[src/hdl/rmsprop_pkg.sv]
// rmsprop_pkg: shared types and constants for the rmsprop element update block
// no dependencies
package rmsprop_pkg;

  localparam int DataWidth = 32;

  localparam logic [1:0] RegLearningRate = 2'd0;
  localparam logic [1:0] RegDecayRate    = 2'd1;
  localparam logic [1:0] RegEpsilon      = 2'd2;

  typedef struct packed {
    logic signed [DataWidth-1:0] grad_value;
    logic [DataWidth-1:0]        old_mean_square;
  } rms_in_t;

  typedef struct packed {
    logic [DataWidth-1:0]        new_mean_square;
    logic signed [DataWidth-1:0] update_value;
  } rms_out_t;

  typedef struct packed {
    logic [15:0] learning_rate;
    logic [15:0] decay_rate;
    logic [15:0] epsilon;
  } rms_cfg_t;

endpackage

[src/hdl/rmsprop_div_stage.sv]
// rmsprop_div_stage: four pipelined bits of restoring unsigned division
// uses rmsprop_pkg
module rmsprop_div_stage (
  input  logic [47:0] num_in,
  input  logic [24:0] den,
  input  logic [47:0] quo_in,
  input  logic [25:0] rem_in,
  output logic [47:0] num_out,
  output logic [47:0] quo_out,
  output logic [25:0] rem_out
);
  import rmsprop_pkg::*;

  logic [26:0] r;
  logic [47:0] q;
  logic [47:0] n;

  always_comb begin
    r = {1'b0, rem_in};
    q = quo_in;
    n = num_in;
    for (int k = 0; k < 4; k++) begin
      r = {r[25:0], n[47]};
      n = {n[46:0], 1'b0};
      if (r >= {2'b00, den}) begin
        r = r - {2'b00, den};
        q = {q[46:0], 1'b1};
      end else begin
        q = {q[46:0], 1'b0};
      end
    end
    rem_out = r[25:0];
    quo_out = q;
    num_out = n;
  end
endmodule

[config.mk]
export PLATFORM = sky130hd
export DESIGN_NAME = rmsprop_div_stage
export DESIGN_NICKNAME = d
export VERILOG_FILES = /design/src/hdl/rmsprop_pkg.sv /design/src/hdl/rmsprop_div_stage.sv
export SDC_FILE = /design/constraint.sdc
export NUM_CORES = 1
export LEC_CHECK = 0
export BUFFER_PORTS_ARGS = -buffer_cell sky130_fd_sc_hd__buf_2
export CAP_MARGIN = 20
export CORE_UTILIZATION = 50
export DETAILED_ROUTE_END_ITERATION = 12
export GPL_TIMING_DRIVEN = 0
export PLACE_DENSITY = 0.92
export SETUP_SLACK_MARGIN = 0.3
export SYNTH_ARGS = -nofsm -noshare
export SYNTH_HDL_FRONTEND = slang
export SYNTH_SLANG_ARGS = --single-unit
[constraint.sdc]
create_clock -name vclk -period 12.11
set_input_delay 0.6055 -clock vclk [all_inputs]
set_output_delay 0.6055 -clock vclk [all_outputs]
set_load 0.05 [all_outputs]
==> results of run 1 <==
## synthesized netlist by cell type (all sizes together) (4+ instances only)
library cell	n
a211o	5
a211oi	11
a21boi	5
a21o	46
a21oi	100
a311oi	4
a31oi	11
and2	6
and3	8
buf	111
clkbuf	4
fa	4
ha	100
inv	61
mux2	54
mux2i	6
nand2	65
nand2b	10
nand3	22
nand4	12
nor2	68
nor2b	11
nor3	10
nor4	8
o211ai	10
o21a	10
o21ai	64
o21bai	19
o31ai	9
or3	5
xnor2	58
xor2	28
## kinds of logic (layout without fill, tap and decap cells)
group | after synthesis | count (layout) | synth area share
buf+inv | 176 | 398 | 0.1504
other cells | 1 | 4 | 0.0005249
fa+ha+maj | 104 | 104 | 0.1863
simple gates | 238 | 238 | 0.1650
xor+xnor | 86 | 86 | 0.1054
compound gates | 316 | 316 | 0.2904
mux | 60 | 60 | 0.1019
## what timing repair did
action / 4_1_cts / 5_1_grt
gates resized for setup: 89 / 87
setup buffers: 25 / 23
pin swaps: 24 / 38
setup endpoints to repair: 27 / 27
gates cloned: 1 / 0
## stage by stage
| stage | setup WS (ns) | area (sq um) | instances | util | setup TNS (ns) |
|---|---|---|---|---|---|
| after detailed placement | -1.637 | 8259 | 1337 | 0.5927 | -41.56 |
| after floorplan | 0.3747 | 7168 | 984 | - | 0 |
| after global placement | -1.309 | 8259 | 1337 | 0.5927 | -32.79 |
| final | 0.4800 | 9448 | 1386 | 0.6780 | 0 |
| after CTS | 0.3162 | 8884 | 1363 | 0.6375 | 0 |
| after global routing | 0.2353 | 9448 | 1386 | 0.6780 | 0 |
## cell type report
class | instances | area share
multi-input combinational | 808 | 0.7069
timing repair buffer | 222 | 0.1413
buffer | 115 | 0.1003
inverter | 61 | 0.02768
tap | 180 | 0.02384
## cell usage in the layout (no fill, tap or decap), types with 8 or more instances in the layout
master    synthesis  layout
nand2b_1         10      10
buf_4            92     157
xnor2_1          58      58
nand2_1          65      64
o21bai_1         19      17
nand4_1          12      12
o21a_1           10      10
inv_1            58      50
nor2_1           67      62
nor2b_1          11      11
o21ai_1          10      12
nand3_1          22      21
a21oi_1         100      73
o21ai_0          53      48
ha_4              0      13
ha_1            100      79
ha_2              0       8
mux2_2           31      30
a21oi_2           0      22
buf_2            11     157
a21o_1           46      46
xor2_1           28      28
mux2_4           16      17
o211ai_1          8       8
## layer usage
layer	up-vias	part of all wire	routed length [um]	global-route usage
li1	3923	-	-	-
met1	3913	0.39	9476	0.3565
met2	609	0.46	11250	0.5181
met3	134	0.092	2247	0.02388
met4	0	0.061	1496	0.1358
met5	-	0	0	0
## path summary, 6_finish.rpt
check          end  depth (start not counted)
max     rem_out[3]                         55
min    quo_out[44]                          2
==> results.txt, run 1 <==
----------------------------------------------------
[Yosys]
  Summed instance area of the synthesized netlist ... 7144 sq um
  Number of warning messages in the yosys log ... 0
  Distinct cell type count of the synthesized netlist ... 75
  Share of Yosys cell area claimed by the top area cell type ... 0.1751
  Post-synth top area cell ... ha_1
  Average cell area after synthesis ... 7.283 sq um
  Top post-synthesis cells by area ... ha_1, buf_4, xnor2_1, a21oi_1, mux2_2
  Synthesized instance count ... 981
  Fraction of the yosys area taken by sequential cells ... 0

[Timing]
  Count of pins over their slew limit ... 0
  Setup repair after global routing missed its margin ... no
  Number of failing setup endpoints in the final timing report ... 0
  Final clock period utilization by the worst path ... 0.9604
  Final Hold Viols ... 0
  Transition time at the pin with the least slew margin ... 0.5483 ns
  Hold Worst Slack ... about 1.5 ns
  Clock period minus worst slack ... 11.63 ns
  Worst max-slew margin expressed relative to the limit ... 0.6329
  Maximum frequency from static timing analysis ... ~0.086 GHz

[Min path]
  Hold crit path type ... in2out
  Hold Startpoint ... quo_in[40]

[Worst setup path]
  CP Data Required Time ... ~12 ns
  CP startpoint ... den[6]
  Start-to-end type of the worst setup path ... in2out
  Worst Setup Start Kind ... primary input
  Sort of element at the end of the critical path ... output port
  Cell family with most CP delay ... compound AO/OA/AOI/OAI gates
  Critical path peak fanout ... 10
  Critical path's slowest cell ... or4_4
  Crit path DAT ... around 11 ns
  Total buffers and inverters traversed by the critical path ... 17
  Worst stage delay on the critical path ... 0.49 ns

[Layout]
  Fraction of layout instances using a drive strength above 1 ... 0.4138
  Footprint of the multi-input gates ... 6679 sq um
  Antenna diode instance count ... 0
  Clock buffers ... 0
  Layout overhead on the synthesized area ... 32.24%
  Net count of the finished layout ... approximately 1500
  Flip-flop and latch area ... 0 sq um
  Sequential cell count ... 0
  Fillers ... approximately 1100

[Floorplan]
  Core Box Area ... 13930 sq um
  Effective utilization at floorplan ... 0.5127
  Standard-cell rows ... 43
  Vertical die dimension ... 121.5 um
  I/O pin count ... between 200 and 300
  Die area ... 14770 sq um
  Die Wd ... 121.5 um

[Global route]
  Largest net degree at the start of global routing ... 11
  GRT Util Overall ... 0.2925
  Number of global-route vias before repair ... 7530
  Gr ovfl total ... 0
  Number of antenna violations at the first check in global routing ... 0
  First-pass GRT wire length ... ~35000 um

[Route]
  Vias post-DR ... 8579
  Antenna Nets Post-Route ... 0
  Average vias per placed instance ... 6.190
  Wirelength, routed ... 24470 um
  First drt pass iteration count ... 6
  Routed len/inst ... 17.66 um
  Number of design-rule violations left by the first detailed-router iteration ... 698
  DRC ... 0

[Run]
  Number of max-capacitance violations reported ... 0

[Status]
  Run status ... finished clean

[Place]
  Total half-perimeter wirelength after legalization and detailed placement ... 17820 um
  Count of input and output buffers ... 173
  GP Congestion ... approximately 0.96

[Clocking]
  Hold-fix buffers at CTS ... 0

----------------------------------------------------
Power of run 1 is left out: the tool's default activity adds up to more than one toggle a clock period on the data nets, which glitch-free logic cannot reach.
==> run 2: changes to the inputs <==
==> constraint.sdc (replaced) <==
create_clock -name vclk -period 12.35
set_input_delay 0.6175 -clock vclk [all_inputs]
set_output_delay 0.6175 -clock vclk [all_outputs]
set_load 0.05 [all_outputs]
==> run 2 against run 1 <==
Die area stayed put. Worst hold slack improved by 0.024 ns. First-iteration DRC count down 1.9%. Cell count decreased by 0.94%. Largest cell class unchanged.
==> results.txt, run 2 (synthesized netlist as in run 1, its figures left out) <==
----------------------------------------------------
[Status]
  Run status ... finished clean (unchanged)

[Timing]
  Setup repair after global routing missed its margin ... no (unchanged)
  Worst max-slew margin expressed relative to the limit ... 0.6355 (was 0.6329)
  Maximum frequency from static timing analysis ... 0.08453 GHz
  Final Hold Viols ... 0 (unchanged)
  Transition time at the pin with the least slew margin ... 0.5443 ns (was 0.5483 ns)
  Number of failing setup endpoints in the final timing report ... 0 (unchanged)
  Setup Total Neg Slack ... 0 ns (unchanged)
  Final clock period utilization by the worst path ... 0.9580
  Count of pins over their slew limit ... 0 (unchanged)
  Clock period minus worst slack ... about 12 ns

[Layout]
  Commonest non-fill, non-tap cells in the layout ... buf_2, buf_4, ha_1 (unchanged)
  Antenna diode instance count ... 0 (unchanged)
  Sequential cell count ... 0 (unchanged)
  Most common cell after layout, fill and taps aside ... buf_2
  Fillers ... 1124 (was 1079)
  Footprint of the multi-input gates ... 6606 sq um (was 6679 sq um)
  Fraction of layout instances using a drive strength above 1 ... 0.4015 (was 0.4138)
  Flip-flop and latch area ... 0 sq um (unchanged)
  Layout overhead on the synthesized area ... 29.25% (was 32.24%)
  Final design instance area without fill ... 9234 sq um (was 9448 sq um)
  Clock buffers ... 0 (unchanged)
  Net count of the finished layout ... 1446 (was 1459)

[Worst setup path]
  Crit path DAT ... 11.21 ns (was 11.02 ns)
  Worst stage delay on the critical path ... 0.58 ns (was 0.49 ns)
  CP Data Required Time ... 11.73 ns (was 11.50 ns)
  Start-to-end type of the worst setup path ... in2out (unchanged)
  Sort of element at the end of the critical path ... output port (unchanged)
  Critical path's slowest cell ... or4_1 (was or4_4)
  Critical path's most frequent cell ... buf_6
  Critical path peak fanout ... 10 (unchanged)
  Worst Setup Start Kind ... primary input (unchanged)

[Place]
  Total half-perimeter wirelength after legalization and detailed placement ... 17820 um (unchanged)
  GP Congestion ... 0.9646 (unchanged)
  Count of input and output buffers ... 173 (unchanged)
  Placed Area ... 8259 sq um (unchanged)

[Global route]
  Gr ovfl total ... 0 (unchanged)
  Number of global-route vias before repair ... 7330 (was 7530)
  Number of antenna violations at the first check in global routing ... 0 (unchanged)
  Largest net degree at the start of global routing ... 11 (unchanged)
  First-pass GRT wire length ... 33780 um (was 35130 um)
  GRT Util Overall ... 0.2810 (was 0.2925)

[Floorplan]
  I/O pin count ... 269 (unchanged)
  Standard-cell rows ... 43 (unchanged)
  Die area ... 14770 sq um (unchanged)
  Vertical die dimension ... 121.5 um (unchanged)
  Core Box Area ... 13930 sq um (unchanged)
  Effective utilization at floorplan ... 0.5127 (unchanged)
  Die Wd ... 121.5 um (unchanged)

[Route]
  Length of routed wiring on met1 ... 9312 um (was 9476 um)
  Number of design-rule violations left by the first detailed-router iteration ... 685 (was 698)
  Top Metal Used ... met4 (unchanged)
  Antenna Nets Post-Route ... 0 (unchanged)
  Wirelength, routed ... 23520 um (was 24470 um)
  Met3 wirelength from detailed routing ... 2068 um (was 2247 um)
  First drt pass iteration count ... 5 (was 6)
  Routed len/inst ... 17.13 um (was 17.66 um)
  Vias post-DR ... 8337 (was 8579)
  DR WL met2 ... 11120 um (was 11250 um)
  Average vias per placed instance ... 6.072 (was 6.190)
  DRC ... 0 (unchanged)

[Min path]
  Hold crit path type ... in2out (unchanged)
  Depth of the worst hold-timing path ... 2 (unchanged)

[Run]
  Number of max-capacitance violations reported ... 0 (unchanged)

[Clocking]
  Hold-fix buffers at CTS ... 0 (unchanged)

----------------------------------------------------
[run 2: cell count changes in the layout (fill, tap and decap cells not counted), moves of 2 or more]
cell,delta
a31oi_4,-2
buf_2,+10
inv_2,+2
clkbuf_16,+2
buf_4,-24
clkbuf_4,+2
buf_8,-4
a31oi_2,+2
[run 2: worst paths after layout]
| path | from | to | slack (ns) |
|---|---|---|---|
| worst max-delay path | den[15] | rem_out[5] | 0.52 |
| worst min-delay path | quo_in[40] | quo_out[44] | 1.54 |
[run 2: cell type report]
type | instances | share of cell area
inverter | 61 | 0.02805
multi-input combinational | 808 | 0.7154
timing repair buffer | 209 | 0.1304
tap | 180 | 0.02439
buffer | 115 | 0.1018
[run 2: repair_timing]
action | 4_1_cts | 5_1_grt
pin swaps | 18 | 34
gates resized for setup | 61 | 90
endpoints found under the setup margin | 27 | 27
gates cloned | 0 | 2
buffers inserted | 21 | 13
[run 2: metrics by stage]
step | std cells | hold WS [ns] | setup slack (ns) | util
detailed placement | 1337 | 1.537 | -1.421 | 0.5927
global route | 1373 | 1.538 | 0.2155 | 0.6627
CTS | 1358 | 1.537 | 0.3026 | 0.6245
finish | 1373 | 1.536 | 0.5193 | 0.6627
global placement | 1337 | 1.537 | -1.093 | 0.5927
floorplan | 984 | 1.402 | 0.5907 | -
[run 2: worst max-delay path: cells and delay by family]
family / cells / cell delay, ns
mux: 3 / 0.98
buf+inv: 16 / 2.26
fa+ha+maj: 4 / 1.05
compound gates: 19 / 3.38
simple gates: 13 / 2.86
[run 2: routing by layer]
layer  up-vias  global-route usage
met5         -                   0
met1      3788              0.3466
li1       3914                   -
met3        89             0.02154
met4         0              0.1150
met2       546              0.5007
Power of run 2 is left out for the same reason.
