==> config.mk <==
export PLATFORM = sky130hd
export DESIGN_NAME = rmsprop_sqrt_stage
export DESIGN_NICKNAME = d
export VERILOG_FILES = /design/src/hdl/rmsprop_pkg.sv /design/src/hdl/rmsprop_sqrt_stage.sv
export SDC_FILE = /design/constraint.sdc
export NUM_CORES = 1
export LEC_CHECK = 0
export ABC_AREA = 1
export BUFFER_PORTS_ARGS = -buffer_cell sky130_fd_sc_hd__buf_2
export CAP_MARGIN = 10
export CORE_UTILIZATION = 42
export DETAILED_ROUTE_END_ITERATION = 10
export GPL_ROUTABILITY_DRIVEN = 0
export MAX_ROUTING_LAYER = met4
export PLACE_DENSITY = 0.74
export SETUP_SLACK_MARGIN = 0.3
export SLEW_MARGIN = 20
export SYNTH_ARGS = -nofsm -noshare
export SYNTH_HDL_FRONTEND = slang
export SYNTH_SLANG_ARGS = --single-unit
==> constraint.sdc <==
create_clock -name vclk -period 5
set_input_delay 0.75 -clock vclk [all_inputs]
set_output_delay 0.75 -clock vclk [all_outputs]
set_load 0.03 [all_outputs]
==> src/hdl/rmsprop_pkg.sv <==
// rmsprop_pkg: shared types and constants for the rmsprop element update block
// no dependencies
package rmsprop_pkg;

  localparam int DataWidth = 32;

  localparam logic [1:0] RegLearningRate = 2'd0;
  localparam logic [1:0] RegDecayRate    = 2'd1;
  localparam logic [1:0] RegEpsilon      = 2'd2;

  typedef struct packed {
    logic signed [DataWidth-1:0] grad_value;
    logic [DataWidth-1:0]        old_mean_square;
  } rms_in_t;

  typedef struct packed {
    logic [DataWidth-1:0]        new_mean_square;
    logic signed [DataWidth-1:0] update_value;
  } rms_out_t;

  typedef struct packed {
    logic [15:0] learning_rate;
    logic [15:0] decay_rate;
    logic [15:0] epsilon;
  } rms_cfg_t;

endpackage

==> src/hdl/rmsprop_sqrt_stage.sv <==
// rmsprop_sqrt_stage: one pipelined step of restoring integer square root
// uses rmsprop_pkg; two result bits per stage
module rmsprop_sqrt_stage (
  input  logic [47:0] rad_in,
  input  logic [23:0] root_in,
  input  logic [47:0] rem_in,
  output logic [47:0] rad_out,
  output logic [23:0] root_out,
  output logic [47:0] rem_out
);
  import rmsprop_pkg::*;

  logic [49:0] r1;
  logic [49:0] t1;
  logic [23:0] q1;
  logic [49:0] r2;
  logic [49:0] t2;

  always_comb begin
    r1 = {rem_in, rad_in[47:46]};
    t1 = {24'd0, root_in, 2'b01};
    if (r1 >= t1) begin
      r1 = r1 - t1;
      q1 = {root_in[22:0], 1'b1};
    end else begin
      q1 = {root_in[22:0], 1'b0};
    end
    r2 = {r1[47:0], rad_in[45:44]};
    t2 = {24'd0, q1, 2'b01};
    if (r2 >= t2) begin
      r2 = r2 - t2;
      root_out = {q1[22:0], 1'b1};
    end else begin
      root_out = {q1[22:0], 1'b0};
    end
    rem_out = r2[47:0];
    rad_out = {rad_in[43:0], 4'd0};
  end
endmodule

==> flow_summary_export.csv, run 1 <==
group,metric,value,unit
outcome,status,"stopped before the end",
outcome,stop_stage,"global routing",
outcome,tool.error,"[ERROR GRT-0232] Routing congestion too high. Check the congestion heatmap in the GUI.",
die,start_util,43.5,%
logic_synthesis,synth_warnings,0,
global_route,grt_max_degree,16,
logic_synthesis,yosys.area.top_type_share,27.4,%
logic_synthesis,synth_top_area_cell,"nand2_1",
placement,place_worst_setup_slack,-635,ps
placement,numPortBuffers,148,
die,die_y,134,um
die,num_rows,47,
clocking,ctsHoldBuffers,0,
die,io_pins,240,
logic_synthesis,syn-mean-instance-area,4.91,um2
logic_synthesis,synthesis.area,7320,um2
logic_synthesis,yosysUniqueCellTypes,42,
logic_synthesis,seq_area_frac_synth,0,%
logic_synthesis,synthTopCellsByArea,"nand2_1 27%, inv_1 13%, ha_1 8.9%, nor2_1 7.8%, buf_4 7.5%",
logic_synthesis,postSynthCellCount,1492,
global_route,grt_remaining_overflow,686,
placement,dpl.hpwl,27.5,mm
global_route,track_usage,94.0,%
die,die_w,134,um
==> metal layers <==
layer | overflow | GRT usage, %
met5 | - | -
met4 | 147 | 98.0
met2 | 455 | 109
met3 | 47 | 84.3
met1 | 37 | 86.1
==> cell families after synthesis <==
family	Yosys count	share of synthesized area, %
and+or+nand+nor	872	50.5
other	1	0.0512
buffers and inverters	356	22.7
AOI/OAI and AO/OA	165	12.4
xor gates and xnor gates	46	5.50
adders and majority gates	52	8.88
==> cells in the mapped netlist, drive strengths merged <==
| cell type | count |
|---|---|
| a211oi | 1 |
| a21o | 2 |
| a21oi | 67 |
| a31oi | 11 |
| and2 | 2 |
| buf | 81 |
| clkbuf | 5 |
| clkinv | 1 |
| conb | 1 |
| ha | 52 |
| inv | 269 |
| nand2 | 547 |
| nand3 | 92 |
| nand3b | 4 |
| nand4 | 31 |
| nor2 | 173 |
| nor2b | 1 |
| nor3 | 17 |
| nor4 | 2 |
| o21a | 8 |
| o21ai | 66 |
| o21bai | 10 |
| or2 | 3 |
| xnor2 | 20 |
| xor2 | 26 |
==> per-stage QoR <==
step                hold WS [ps]  instances  TNS, ps  instance area [um2]  util [%]
floorplan                   1630       1495        0                 8040         -
global placement            1500       2134   -19410                11100      65.7
detailed placement          1500       2134   -27360                11100      65.7
CTS                         1500       2201        0                13300      79.4
==> timing repair <==
| action | CTS |
|---|---|
| gates resized for setup | 458 |
| pin swaps | 73 |
| setup endpoints to repair | 49 |
| gates cloned | 8 |
| buffers inserted | 59 |
==> run 2, diff against run 1 <==
CORE_UTILIZATION = 27   (was 42)
MAX_ROUTING_LAYER = not set   (was met4)
PLACE_DENSITY = not set   (was 0.74)
PLACE_DENSITY_LB_ADDON = 0.15   (was not set)
SETUP_SLACK_MARGIN = not set   (was 0.3)
clock period = 6.5 ns   (was 5 ns; I/O delays follow)
==> run 2 against run 1 <==
- the flow now finishes without violations
- synthesized area unchanged
- synthesized cell count unchanged
==> flow_summary_export.csv, run 2 <==
group,metric,value,unit
outcome,status,"complete, no violations",
logic_synthesis,synthTopCellsByArea,"nand2_1 27%, inv_1 13%, ha_1 8.9%, nor2_1 7.8%, buf_4 7.5%",
timing,setup_tns,0,ps
power_and_ir_drop,max-vdd-ir-drop,0.0695,mV
die,die_y,167,um
critical_path,crit_type,"in2out",
critical_path,cp_common_cell,"nand2_1",
detailed_routing,drt_pre_antenna_iters,5,
global_route,grt_pass1_wl,47.3,mm
logic_synthesis,synthAdderAreaFrac,8.88,%
layout,diodes,0,
die,num_rows,59,
critical_path,cp_num_buf_inv,7,
timing,fmax,160,MHz
placement,numPortBuffers,148,
detailed_routing,drt-vias-per-instance,4.81,
detailed_routing,ant_nets,0,
layout,clkbuf_count,0,
timing,setup_viol,0,
layout,seq_cell_count,0,
layout,layout-drive-gt1-share,16.3,%
critical_path,slowest_stage,"o21ai_0",
detailed_routing,vias,9273,
critical_path,critPathTopFamily,"simple AND/OR/NAND/NOR gates",
logic_synthesis,yosysUniqueCellTypes,42,
flow_run,cap_violations,0,
logic_synthesis,yosysMostFrequentCell,"nand2_1",
critical_path,required,5520,ps
critical_path,cp.depth,23,
worst_hold_path,whs_path_depth,0,
logic_synthesis,synth_xor_area_share,5.50,%
critical_path,cp-start-kind,"input port",
detailed_routing,drt_iter0_markers,729,
critical_path,crit_fanout,30,
die,core_area,26400,um2
die,start_util,27.8,%
worst_hold_path,hold_class,"in2out",
timing,hold_violations,0,
logic_synthesis,syn-mean-instance-area,4.91,um2
global_route,grt_max_degree,31,
layout,final_cell_mix,"533 x nand2_1, 259 x inv_1, 148 x nor2_1",
global_route,grt_remaining_overflow,0,
power_and_ir_drop,power_density,160,nW/um2
timing,fin_ws,245,ps
detailed_routing,totalWireLength,31.6,mm
global_route,grt_pass1_vias,8636,
die,die_w,167,um
layout,regArea,0,um2
logic_synthesis,synth_top_area_cell,"nand2_1",
logic_synthesis,seq_area_frac_synth,0,%
logic_synthesis,synth_top_family_by_area,"simple AND/OR/NAND/NOR gates",
logic_synthesis,synth.area.mux_share,0,%
layout,final_common_cell,"nand2_1",
global_route,antenna_found_initial,0,
detailed_routing,drc_errors,0,
logic_synthesis,synth_compound_area_share,12.4,%
placement,place_worst_setup_slack,-62.6,ps
clocking,post-cts-setup-buffers,0,
logic_synthesis,synthesis.area,7320,um2
layout,finalNetCount,1767,
logic_synthesis,ys_top_cells_by_count,"534 x nand2_1, 259 x inv_1, 153 x nor2_1, 88 x nand3_1, 73 x buf_4",
global_route,track_usage,21.8,%
layout,postLayoutCoreUtil,31.3,%
detailed_routing,post_drt_wl_per_cell,16.4,um
die,die-area,27800,um2
critical_path,critPathMaxStageDelay,380,ps
placement,dpl.hpwl,28.3,mm
timing,fin_crit_sh,96.2,%
critical_path,crit_path_end_kind,"output pin",
timing,period_needed,6250,ps
die,io_pins,240,
timing,drv_slew,0,
power_and_ir_drop,p_leak,4.67,nW
logic_synthesis,synth_warnings,0,
logic_synthesis,postSynthCellCount,1492,
layout,fill_cells,3118,
critical_path,path_cells,"buf_2 > inv_1 > ha_1 > nand2_1 > nor2_1 > inv_1 > nor3_2 > nand2_4 > nand2_4 > inv_6 > o21ai_0 > ha_1 > a21oi_1 > o21a_1 > o21ai_0 > or2_2 > nand3_1 > nand3_2 > buf_12 > inv_6 > nand2_1 > nand2_1 > buf_2",
logic_synthesis,yosys.area_share.simple,50.5,%
logic_synthesis,yosys.area.top_type_share,27.4,%
critical_path,cp_data_arrival_time,5280,ps
layout,syn_to_final_growth,12.8,%
timing,whs,1950,ps
## run 2: cell counts after synthesis
Identical to the previous run, type by type.
## run 2: repair_timing
| item | in CTS | in global routing |
|---|---|---|
| resized for setup | 2 | 39 |
| endpoints found under the setup margin | 10 | 49 |
| hold buffers | 0 | 0 |
## run 2: through the flow
stage	instance area [um2]	power (mW)	instances
2_1_floorplan	7330	0.929	1495
3_3_place_gp	8130	1.29	1928
3_5_place_dp	8130	1.28	1928
4_1_cts	8130	1.29	1928
5_1_grt	8260	1.43	1928
6_report	8260	1.32	1928
## run 2: path summary, 6_finish.rpt
path | start | end | slack, ps
worst max-delay path | root_in[16] | rem_out[24] | 250
worst min-delay path | rad_in[8] | rad_out[12] | 1950
## run 2: final cells by class
cell class / count / area [um2] / area share (%)
multi-input combinational: 1139 / 5770 / 69.9
inverter: 270 / 1020 / 12.4
tap: 335 / 419 / 5.08
timing repair buffer: 184 / 1040 / 12.7
## run 2: where the power goes
group          switching (mW)  internal (mW)  total (mW)
clock network               0              0           0
logic                   0.902          0.415        1.32
registers                   0              0           0
total                   0.902          0.415        1.32
## run 2: kinds of logic (layout without fill, tap and decap cells)
logic type,Yosys count,count (layout)
buffers and inverters,356,454
and+or+nand+nor,872,872
AOI/OAI and AO/OA,165,165
xor gates and xnor gates,46,46
other,1,4
adders and majority gates,52,52
## run 2: layer usage
layer,GRT usage (%),part of all wire (%),up-vias
met3,2.16,6.1,42
li1,-,-,4752
met5,0,0,-
met2,37.9,46,292
met1,28.6,45,4187
met4,5.35,2.3,0
(Power assumes the default switching activity.)
==> run 3, diff against run 2 <==
PLACE_DENSITY = 0.59   (was not set)
PLACE_DENSITY_LB_ADDON = not set   (was 0.15)
==> run 3 against run 2 <==
- cell count decreased by 0.41%
- clock-buffer cell count unchanged
- routed wire length decreased by 4.1%
- sequential share of layout area unchanged
- first-iteration DRC count increased by 21%
- worst hold slack unchanged
- non-clock buffer count decreased by 8
- critical endpoint is now rem_out[19]
==> flow_summary_export.csv, run 3 (synthesis results as in run 2) <==
group,metric,value,unit
worst_hold_path,hold_class,"in2out",
detailed_routing,drt_pre_antenna_iters,5,
critical_path,cp-start-kind,"input port",
timing,whs,1950,ps
placement,numPortBuffers,148,
detailed_routing,post_drt_wl_per_cell,15.8,um
flow_run,cap_violations,0,
detailed_routing,ant_nets,0,
power_and_ir_drop,swShare,69.2,%
layout,diodes,0,
global_route,grt_max_degree,22,
timing,hold_violations,0,
timing,fin_crit_sh,95.0,%
detailed_routing,drt_iter0_markers,880,
power_and_ir_drop,comb_power_share,100.0,%
die,num_rows,59,
layout,layout-drive-gt1-share,15.6,%
timing,drv_slew,0,
global_route,antenna_found_initial,0,
die,die_y,167,um
power_and_ir_drop,max-vdd-ir-drop,0.0839,mV
power_and_ir_drop,p_leak,4.61,nW
detailed_routing,totalWireLength,30.3,mm
layout,seq_cell_count,0,
timing,maxSlewHeadroom,62.6,%
layout,final_cell_mix,"534 x nand2_1, 259 x inv_1, 148 x nor2_1",
timing,period_needed,6170,ps
power_and_ir_drop,pwr-share-clk,0,%
die,core_area,26400,um2
layout,finalNetCount,1759,
timing,worstMarginPinSlew,561,ps
critical_path,required,5520,ps
critical_path,crit_type,"in2out",
layout,final_common_cell,"nand2_1",
timing,setup_viol,0,
critical_path,crit_path_end_kind,"output pin",
power_and_ir_drop,power_switching,895,uW
timing,fmax,162,MHz
global_route,grt_pass1_wl,46.6,mm
power_and_ir_drop,p_seq_share,0,%
detailed_routing,vias,9561,
die,start_util,27.8,%
die,die_w,167,um
critical_path,cp_data_arrival_time,5200,ps
power_and_ir_drop,power_density,158,nW/um2
global_route,grt_remaining_overflow,0,
power_and_ir_drop,p_int,398,uW
layout,postLayoutCoreUtil,31.0,%
layout,syn_to_final_growth,11.4,%
layout,clkbuf_count,0,
global_route,track_usage,21.0,%
detailed_routing,drt-vias-per-instance,4.98,
detailed_routing,drc_errors,0,
placement,dpl.hpwl,26.9,mm
layout,regArea,0,um2
outcome,status,"complete, no violations",
critical_path,crit_fanout,18,
die,die-area,27800,um2
die,io_pins,240,
global_route,grt_pass1_vias,8932,
==> run 3: power groups by stage <==
| stage | logic, mW | clock network [mW] | registers (mW) |
|---|---|---|---|
| 2_1_floorplan | 0.929 | 0 | 0 |
| 3_3_place_gp | 1.24 | 0 | 0 |
| 3_5_place_dp | 1.25 | 0 | 0 |
| 4_1_cts | 1.25 | 0 | 0 |
| 5_1_grt | 1.41 | 0 | 0 |
| 6_report | 1.29 | 0 | 0 |
==> run 3: path summary, 6_finish.rpt <==
path / to / start / slack, ps / cells past startpoint
worst min-delay path: rad_out[12] / rad_in[8] / 1950 / 0
worst max-delay path: rem_out[19] / root_in[0] / 330 / 21
==> run 3: repair_timing <==
| item | in CTS | in global routing |
|---|---|---|
| gates resized for setup | 1 | 31 |
| hold buffers | 0 | 0 |
| endpoints found under the setup margin | 1 | 49 |
| pin swaps | 0 | 4 |
| buffers inserted | 0 | 2 |
==> run 3: worst max-delay path, stage by stage <==
cell and delay [ps]:
buf_2 80, inv_1 70, ha_1 370, o21ai_0 100, nand2_1 180, nand2_1 100
nand3_1 270, nand2_1 140, nand3_1 230, xnor2_1 210, o21ai_1 180, ha_1 320
a21oi_1 270, o21a_1 190, o21ai_0 170, or2_2 330, nand3_1 100, nand3_2 110
buf_6 180, o21ai_0 320, buf_2 270
==> run 3: layer usage <==
metal | wire length [um] | vias to the layer above | global-route usage [%]
li1 | - | 4748 | -
met1 | 12200 | 4299 | 26.0
met2 | 14600 | 458 | 38.2
met3 | 2370 | 56 | 1.38
met4 | 1090 | 0 | 6.88
met5 | 0 | - | 0
==> run 3: area by class of cell <==
cell class	count	area (um2)
repair buffers	176	968
multi-input cells	1139	5750
inverters	270	1020
fillers	3044	18200
well taps	335	419
==> run 3: stage by stage <==
stage                     cells  total power [mW]  instance area (um2)  setup TNS, ps  setup WS (ps)
after CTS                  1918              1.25                 8040              0            125
after global placement     1918              1.24                 8040              0           51.2
after global routing       1920              1.41                 8160          -10.7          -10.3
after detailed placement   1918              1.25                 8040          -7.34          -7.34
final                      1920              1.29                 8160              0            327
after floorplan            1495             0.929                 7330              0            505
